===== config.mk =====
export PLATFORM = sky130hd
export DESIGN_NAME = argb_channel_depth_converter_core
export DESIGN_NICKNAME = d
export VERILOG_FILES = /design/src/design/acdc_pkg.sv /design/src/design/acdc_lane.sv /design/src/design/acdc_out_buf.sv /design/src/design/argb_channel_depth_converter_core.sv
export SDC_FILE = /design/constraint.sdc
export NUM_CORES = 1
export LEC_CHECK = 0
export BUFFER_PORTS_ARGS = -buffer_cell sky130_fd_sc_hd__buf_2
export CELL_PAD_IN_SITES_DETAIL_PLACEMENT = 1
export CELL_PAD_IN_SITES_GLOBAL_PLACEMENT = 2
export CORE_ASPECT_RATIO = 0.6
export CORE_MARGIN = 3
export CORE_UTILIZATION = 30
export CTS_BUF_LIST = sky130_fd_sc_hd__clkbuf_4 sky130_fd_sc_hd__clkbuf_8
export CTS_CLUSTER_DIAMETER = 50
export DETAILED_ROUTE_END_ITERATION = 16
export PLACE_DENSITY = 0.79
export SLEW_MARGIN = 20
export SYNTH_ARGS = -nofsm -noshare
export SYNTH_HDL_FRONTEND = slang
export SYNTH_HIERARCHICAL = 1
export SYNTH_SLANG_ARGS = --single-unit

===== constraint.sdc =====
create_clock -name clk -period 6.1 [get_ports clk]
set_clock_uncertainty 0.1 [all_clocks]
set_input_delay 0.305 -clock clk [delete_from_list [all_inputs] [get_ports clk]]
set_output_delay 0.305 -clock clk [all_outputs]
set_load 0.02 [all_outputs]

===== src/design/acdc_pkg.sv =====
// ----------------------------------------------------------------------------
// acdc_pkg: shared types and constants for the ARGB channel depth converter
// Pixel structs, depth codes and the configuration map.
// ----------------------------------------------------------------------------
package acdc_pkg;

	// Channel depth codes
	localparam logic [1:0] FMT_4  = 2'd0;
	localparam logic [1:0] FMT_8  = 2'd1;
	localparam logic [1:0] FMT_16 = 2'd2;
	// Spare code, behaves as 16-bit
	localparam logic [1:0] FMT_SAT = 2'd3;

	// Number of channels per pixel
	localparam int NUM_CH = 4;

	// Configuration register indexes (byte address / 4)
	localparam logic REG_SRC_FORMAT = 1'b0;
	localparam logic REG_DST_FORMAT = 1'b1;

	// Reset value of both format registers
	localparam logic [1:0] FMT_RESET = FMT_8;

	typedef struct packed {
		logic [15:0] alpha_in;
		logic [15:0] red_in;
		logic [15:0] green_in;
		logic [15:0] blue_in;
		logic        last_pixel;
	} acdc_pixel_in_t;

	typedef struct packed {
		logic [15:0] alpha_out;
		logic [15:0] red_out;
		logic [15:0] green_out;
		logic [15:0] blue_out;
		logic        last_out;
	} acdc_pixel_out_t;

	// Resolved source and destination depths handed to every lane
	typedef struct packed {
		logic [1:0] src;
		logic [1:0] dst;
	} acdc_fmt_t;

	// Code three saturates to the 16-bit depth
	function automatic logic [1:0] depth_code(input logic [1:0] code);
		depth_code = (code == FMT_SAT) ? FMT_16 : code;
	endfunction

endpackage


===== src/design/acdc_lane.sv =====
// ----------------------------------------------------------------------------
// acdc_lane: one channel depth converter
// Widens by bit replication, narrows with round-to-nearest using a
// shift-add division by 2^k-1.
// ----------------------------------------------------------------------------
module acdc_lane (
	input  acdc_pkg::acdc_fmt_t fmt,
	input  logic [15:0]         chan_in,
	output logic [15:0]         chan_out
);

	logic [3:0]  v4;
	logic [7:0]  v8;
	logic [15:0] v16;

	// 8 -> 4: (v*15 + 127) / 255
	logic [11:0] n84_x;
	logic [11:0] n84_sum;
	// 16 -> 4: (v*15 + 32767) / 65535
	logic [19:0] n164_x;
	logic [19:0] n164_sum;
	// 16 -> 8: (v*255 + 32767) / 65535
	logic [23:0] n168_x;
	logic [23:0] n168_sum;

	assign v4  = chan_in[3:0];
	assign v8  = chan_in[7:0];
	assign v16 = chan_in;

	// x / (2^k - 1) == (x + 1 + (x >> k)) >> k while the quotient stays below 2^k
	always_comb begin
		n84_x    = {v8, 4'b0000} - {4'b0000, v8} + 12'd127;
		n84_sum  = n84_x + 12'd1 + {8'd0, n84_x[11:8]};
		n164_x   = {v16, 4'b0000} - {4'd0, v16} + 20'd32767;
		n164_sum = n164_x + 20'd1 + {16'd0, n164_x[19:16]};
		n168_x   = {v16, 8'd0} - {8'd0, v16} + 24'd32767;
		n168_sum = n168_x + 24'd1 + {16'd0, n168_x[23:16]};
	end

	// Select the conversion for the current format pair
	always_comb begin
		case ({fmt.src, fmt.dst})
			{acdc_pkg::FMT_4, acdc_pkg::FMT_4}:   chan_out = {12'd0, v4};
			{acdc_pkg::FMT_4, acdc_pkg::FMT_8}:   chan_out = {8'd0, v4, v4};
			{acdc_pkg::FMT_4, acdc_pkg::FMT_16}:  chan_out = {v4, v4, v4, v4};
			{acdc_pkg::FMT_8, acdc_pkg::FMT_4}:   chan_out = {12'd0, n84_sum[11:8]};
			{acdc_pkg::FMT_8, acdc_pkg::FMT_8}:   chan_out = {8'd0, v8};
			{acdc_pkg::FMT_8, acdc_pkg::FMT_16}:  chan_out = {v8, v8};
			{acdc_pkg::FMT_16, acdc_pkg::FMT_4}:  chan_out = {12'd0, n164_sum[19:16]};
			{acdc_pkg::FMT_16, acdc_pkg::FMT_8}:  chan_out = {8'd0, n168_sum[23:16]};
			{acdc_pkg::FMT_16, acdc_pkg::FMT_16}: chan_out = v16;
			default:                              chan_out = v16;
		endcase
	end

endmodule


===== src/design/acdc_out_buf.sv =====
// ----------------------------------------------------------------------------
// acdc_out_buf: merge and output stage
// Packs the lane results with the last mark into one item and holds it in a
// two-entry skid buffer so input ready never waits on output ready.
// ----------------------------------------------------------------------------
module acdc_out_buf (
	input  logic                      clk,
	input  logic                      arst_n,
	input  logic                      in_fire,
	input  logic [15:0]               lane_res [acdc_pkg::NUM_CH],
	input  logic                      last_pixel,
	output logic                      buf_ready,
	output logic                      out_valid,
	input  logic                      out_ready,
	output acdc_pkg::acdc_pixel_out_t out_data
);

	acdc_pkg::acdc_pixel_out_t merged;
	acdc_pkg::acdc_pixel_out_t main_q;
	acdc_pkg::acdc_pixel_out_t skid_q;
	logic                      main_valid_q;
	logic                      skid_valid_q;
	logic                      out_fire;

	// Merge lanes into one result item
	always_comb begin
		merged.alpha_out = lane_res[0];
		merged.red_out   = lane_res[1];
		merged.green_out = lane_res[2];
		merged.blue_out  = lane_res[3];
		merged.last_out  = last_pixel;
	end

	assign out_fire  = main_valid_q && out_ready;
	assign buf_ready = !skid_valid_q;
	assign out_valid = main_valid_q;
	assign out_data  = main_q;

	// Occupancy flags
	always_ff @(posedge clk or negedge arst_n) begin
		if (!arst_n) begin
			main_valid_q <= 1'b0;
			skid_valid_q <= 1'b0;
		end else if (out_fire) begin
			if (skid_valid_q) begin
				skid_valid_q <= 1'b0;
			end else begin
				main_valid_q <= in_fire;
			end
		end else if (in_fire) begin
			if (main_valid_q) begin
				skid_valid_q <= 1'b1;
			end else begin
				main_valid_q <= 1'b1;
			end
		end
	end

	// Payload, no reset needed
	always_ff @(posedge clk) begin
		if (out_fire) begin
			if (skid_valid_q) begin
				main_q <= skid_q;
			end else if (in_fire) begin
				main_q <= merged;
			end
		end else if (in_fire) begin
			if (main_valid_q) begin
				skid_q <= merged;
			end else begin
				main_q <= merged;
			end
		end
	end

endmodule


===== src/design/argb_channel_depth_converter_core.sv =====
// ----------------------------------------------------------------------------
// argb_channel_depth_converter_core: ARGB pixel channel depth converter
// Converts each pixel between 4-, 8- and 16-bit channels, set over APB.
// ----------------------------------------------------------------------------
// Takes one pixel per clock while in_ready is high and returns it from the
// output register; four combinational channel lanes convert alpha, red,
// green and blue in parallel. A two-entry output buffer lets one more pixel in
// while a result is stalled, so in_ready drops only when both entries are
// full. src_format sits at address 0x0 and dst_format at 0x4 (0 = 4-bit,
// 1 = 8-bit, 2 = 16-bit, 3 acts as 16-bit); both reset to 8-bit. Change them
// only while no pixel is in flight. Results sit in the low bits of each
// channel with zeros above.
module argb_channel_depth_converter_core (
	input  logic                      clk,
	input  logic                      arst_n,
	// APB configuration
	input  logic                      psel,
	input  logic                      penable,
	input  logic                      pwrite,
	input  logic [2:0]                paddr,
	input  logic [31:0]               pwdata,
	output logic [31:0]               prdata,
	output logic                      pready,
	// Pixel input
	input  logic                      in_valid,
	output logic                      in_ready,
	input  acdc_pkg::acdc_pixel_in_t  in_data,
	// Pixel output
	output logic                      out_valid,
	input  logic                      out_ready,
	output acdc_pkg::acdc_pixel_out_t out_data
);

	logic [1:0]          src_format_q;
	logic [1:0]          dst_format_q;
	logic                cfg_wr;
	logic                in_fire;
	acdc_pkg::acdc_fmt_t fmt;
	logic [15:0]         lane_in  [acdc_pkg::NUM_CH];
	logic [15:0]         lane_res [acdc_pkg::NUM_CH];

	// Configuration registers
	assign pready = 1'b1;
	assign cfg_wr = psel && penable && pwrite && pready;

	always_ff @(posedge clk or negedge arst_n) begin
		if (!arst_n) begin
			src_format_q <= acdc_pkg::FMT_RESET;
			dst_format_q <= acdc_pkg::FMT_RESET;
		end else if (cfg_wr) begin
			if (paddr[2] == acdc_pkg::REG_SRC_FORMAT) begin
				src_format_q <= pwdata[1:0];
			end else begin
				dst_format_q <= pwdata[1:0];
			end
		end
	end

	// Register readback
	always_comb begin
		if (paddr[2] == acdc_pkg::REG_SRC_FORMAT) begin
			prdata = {30'd0, src_format_q};
		end else begin
			prdata = {30'd0, dst_format_q};
		end
	end

	assign fmt.src = acdc_pkg::depth_code(src_format_q);
	assign fmt.dst = acdc_pkg::depth_code(dst_format_q);

	assign in_fire = in_valid && in_ready;

	// Channel lanes
	assign lane_in[0] = in_data.alpha_in;
	assign lane_in[1] = in_data.red_in;
	assign lane_in[2] = in_data.green_in;
	assign lane_in[3] = in_data.blue_in;

	for (genvar i = 0; i < acdc_pkg::NUM_CH; i++) begin : g_lane
		acdc_lane u_lane (
			.fmt      (fmt),
			.chan_in  (lane_in[i]),
			.chan_out (lane_res[i])
		);
	end

	// Merge and output buffer
	acdc_out_buf u_out_buf (
		.clk        (clk),
		.arst_n     (arst_n),
		.in_fire    (in_fire),
		.lane_res   (lane_res),
		.last_pixel (in_data.last_pixel),
		.buf_ready  (in_ready),
		.out_valid  (out_valid),
		.out_ready  (out_ready),
		.out_data   (out_data)
	);

endmodule


==> results <==
- The run finished with clean final reports.
- The maximum root-to-sink buffer count is 2.
- The pre-CTS setup slack is -82.5 ps.
- CTS built an H-tree with a depth of 4.
- The design draws 5.35 mW.
- The cell accounting for the most synthesized area is sky130_fd_sc_hd__edfxtp_1.
- The final worst slack is 335 ps.
- The final non-filler cell area is 19400 um^2.
- The setup path with the least slack is of type primary input to flip-flop.
- The detailed-route wire length is 61400 um.
- The Yosys step of the flow raised 6 warnings.
- The total congestion overflow is 0.
- The post-synthesis cell area is 17300 um^2.
- Summing all placed instances gives a cell area of 19000 um^2.
- For this design the top-level I/O count stands at 207.
- In this run the horizontal extent of the chip is 316 um.
- By area the synthesized netlist is led by sky130_fd_sc_hd__edfxtp_1 (23%), sky130_fd_sc_hd__ha_1 (19%), sky130_fd_sc_hd__mux2_4 (4.3%).
- The average instance in the mapped netlist occupies 9.10 um^2.
- In the synthesized netlist, the number of instances is 1900.
- The count of nets left with antenna violations once routing finished came out at 0.
- The worst-case IR drop observed on VDD is 0.189 mV.
- The most common flop cell mapped by yosys is sky130_fd_sc_hd__edfxtp_1.
- In this run the static leakage power is 8.48 nW.
- Summed over all nets, the half-perimeter wirelength after detailed placement is 49700 um.
- The most common cell in the synthesized netlist is sky130_fd_sc_hd__ha_1.
- Dividing the detail-routed via count by the number of cells gives 5.55.
- The worst pin sits at a relative slew slack of 0.295.
- The number of antenna violations at the first check in global routing is 1.
- For this run, the register share of the synthesized area comes to 0.235.
- The maximum clock rate is 173 MHz.
- The total via count in the routed design is 15776.
- In the global route stage, overall resource usage came out at 0.201.
- Setup total negative slack on the finished layout was measured at 0 ps.
- The final setup violation count is 0.
- Of all nets on the critical path, the largest fanout is 6.
- In this run the standard cell core region covers 56400 um^2.
- The minimum clock period after layout is 5760 ps.
- For the pin with the worst max-slew slack, the measured transition is 1060 ps.
- TritonCTS built the clock tree.
- After clock tree synthesis, the clock-pin slew on the worst setup and hold paths is 80 ps.
- The number of placement rows is 67.
- After detailed routing, the average wire length per cell comes to 21.6 um.
- Dividing the final minimum period by the clock period gives 0.945.
- The via count of the first global-routing pass is 15981.
- Of the cells placed in the final design, the portion with a size suffix greater than 1 is 0.175.
- The number of fill cells in the layout is 6582.
- After clock tree synthesis, the setup repair step added 0 buffers.
- The worst hold slack is 70.5 ps.
- The post-synthesis cell type count is 102.
- The initial standard-cell utilization of the core is 0.306.
- The min-delay analysis places its worst path in the category primary input to flip-flop.
- Buffers inserted during clock tree synthesis total 17.
- After clock tree synthesis, the repair step resized 0 gates.
- Of the post-synthesis cell area, the dominant cell type holds 0.226.
- The largest net degree at the start of global routing is 66.
- The power per cell area is 275 nW/um^2.
- In this run, placement finished with an instance count of 2804.
- The synthesized design contains 136 register bits.
- At the end of the flow, the number of nets in the layout was 2442.
- Compared with the post-synthesis result, the final layout area differs by 12.5%.
- The hold buffer count at cts is 7.
- The required time of the critical path is 6250 ps.
- Clock tree synthesis found a total of 136 sinks.
- The floorplan step defined a die boundary enclosing 60600 um^2.
- For this block, the initial DRC count from the detailed router was 1121.
- The register area is 4060 um^2.
- The fraction of registers with async set or reset after synthesis is 0.0441.
- The detailed-router iteration count before antenna repair is 5.
- The hold violation count in the final report came to 0.
- Summing all multi-input logic gate instances after layout gives 12300 um^2.
- At the end of routability-driven placement, the weighted congestion stood at 0.913.
- For this run, the share of the core covered by cells in the final layout is 0.345.
- Yosys mapped a number of flops with a built-in enable equal to 130.
- The number of pins with negative max-slew slack in the final report is 0.
- The first global-routing pass estimated 94800 um of wire.
- The worst setup path is launched from a primary input.
- The floorplan step set the die height to 192 um.
- The count of buffers added on input and output ports is 143.
- The buffer type at the clock tree root is sky130_fd_sc_hd__clkbuf_8.
- Setup repair after global routing left no endpoint under its margin.
- The kind of capture point of the worst setup path is a flip-flop.
- At the worst endpoint, the arrival time is 5920 ps.
- Leaving out filler cells and counting taps, the final layout contains 2844.
- The clock latency reported for the late side of the worst-skew pair is 510 ps.
- The post-route DRC violation count is 0.
- Across the run, the number of max-cap violations was 0.
- By count the netlist is led by sky130_fd_sc_hd__ha_1 (256), sky130_fd_sc_hd__inv_1 (159), sky130_fd_sc_hd__edfxtp_1 (130).
## cells by family (layout without fill, tap and decap cells)
family | after synthesis | count (layout) | share of synthesized area
xor gates and xnor gates | 132 | 132 | 0.0669
adders and majority gates | 264 | 264 | 0.195
muxes | 91 | 91 | 0.0687
AOI/OAI and AO/OA | 521 | 521 | 0.205
and+or+nand+nor | 524 | 524 | 0.168
DFF | 136 | 136 | 0.235
buffers and inverters | 230 | 385 | 0.0623
other | 2 | 32 | 0.000434
## critical path: stages
cell and delay (ps):
sky130_fd_sc_hd__buf_2 240, sky130_fd_sc_hd__inv_1 170, sky130_fd_sc_hd__ha_1 300, sky130_fd_sc_hd__ha_1 240
sky130_fd_sc_hd__fa_1 410, sky130_fd_sc_hd__a211oi_1 400, sky130_fd_sc_hd__o21ai_0 180, sky130_fd_sc_hd__a31oi_1 230
sky130_fd_sc_hd__o21ai_0 170, sky130_fd_sc_hd__a2111o_1 440, sky130_fd_sc_hd__o211ai_1 170, sky130_fd_sc_hd__ha_1 250
sky130_fd_sc_hd__nor2_1 60, sky130_fd_sc_hd__nor4_1 320, sky130_fd_sc_hd__nand4_1 140, sky130_fd_sc_hd__a2111oi_0 720
sky130_fd_sc_hd__buf_4 240, sky130_fd_sc_hd__nand4b_1 250, sky130_fd_sc_hd__o211ai_1 260, sky130_fd_sc_hd__nand3_1 120
sky130_fd_sc_hd__mux2_4 270
## worst paths after layout
path	cells after the start	endpoint	slack, ps	start
min in group asynchronous	3	src_format_q[1]	590	arst_n
max in group asynchronous	4	u_out_buf/skid_valid_q	4600	arst_n
worst max register to register	10	u_out_buf/out_data[52]	2640	dst_format_q[1]
worst min register to register	1	u_out_buf/out_data[24]	450	u_out_buf/skid_q[24]
worst max-delay path	21	u_out_buf/out_data[20]	340	in_data[22]
worst min-delay path	3	src_format_q[1]	70	penable
## layer usage
metal  track usage  vias to the layer above  routed length, um
li1              -                     7488                  -
met4        0.0316                        0                634
met3        0.0359                       45               3400
met1         0.313                     7850              32800
met5             0                        -                  0
met2         0.287                      393              24500
## cells in the final DEF (no fill, tap or decap), drive strengths merged, types with 12 or more instances in the layout
cell	synthesis	final
a211oi	43	43
a21o	23	23
a21oi	111	111
a31oi	18	18
and2	12	12
and3	25	25
and4	12	12
buf	51	185
clkbuf	18	17
conb	2	31
edfxtp	130	130
ha	256	256
inv	159	167
mux2	71	71
mux2i	20	20
nand2	127	127
nand2b	14	14
nand3	40	40
nand4	21	21
nor2	109	109
nor2b	16	16
nor3	56	56
o211ai	40	40
o21a	14	14
o21ai	121	121
o22ai	18	18
or3	15	15
or4	13	13
xnor2	84	84
xor2	48	48
## area by class of cell
type                    instances  area share
clock inverters                15     0.00946
flip-flops and latches        136       0.209
well taps                     759      0.0488
multi-input cells            1563       0.632
clock buffers                  17      0.0120
diodes                          1    0.000129
inverters                     161      0.0311
repair buffers                192      0.0573
## power by group
part	internal [mW]	switching (mW)	total [mW]
logic	1.12	1.90	3.01
registers	1.42	0.100	1.52
clock network	0.381	0.441	0.822
## sequential cells by signal, summed over array words and instances (netlist names)
name / flops
dst_format_q: 2
src_format_q: 2
u_out_buf/out_data: 65
u_out_buf/out_valid: 1
u_out_buf/skid_q: 65
u_out_buf/skid_valid_q: 1
(Power assumes the default switching activity.)
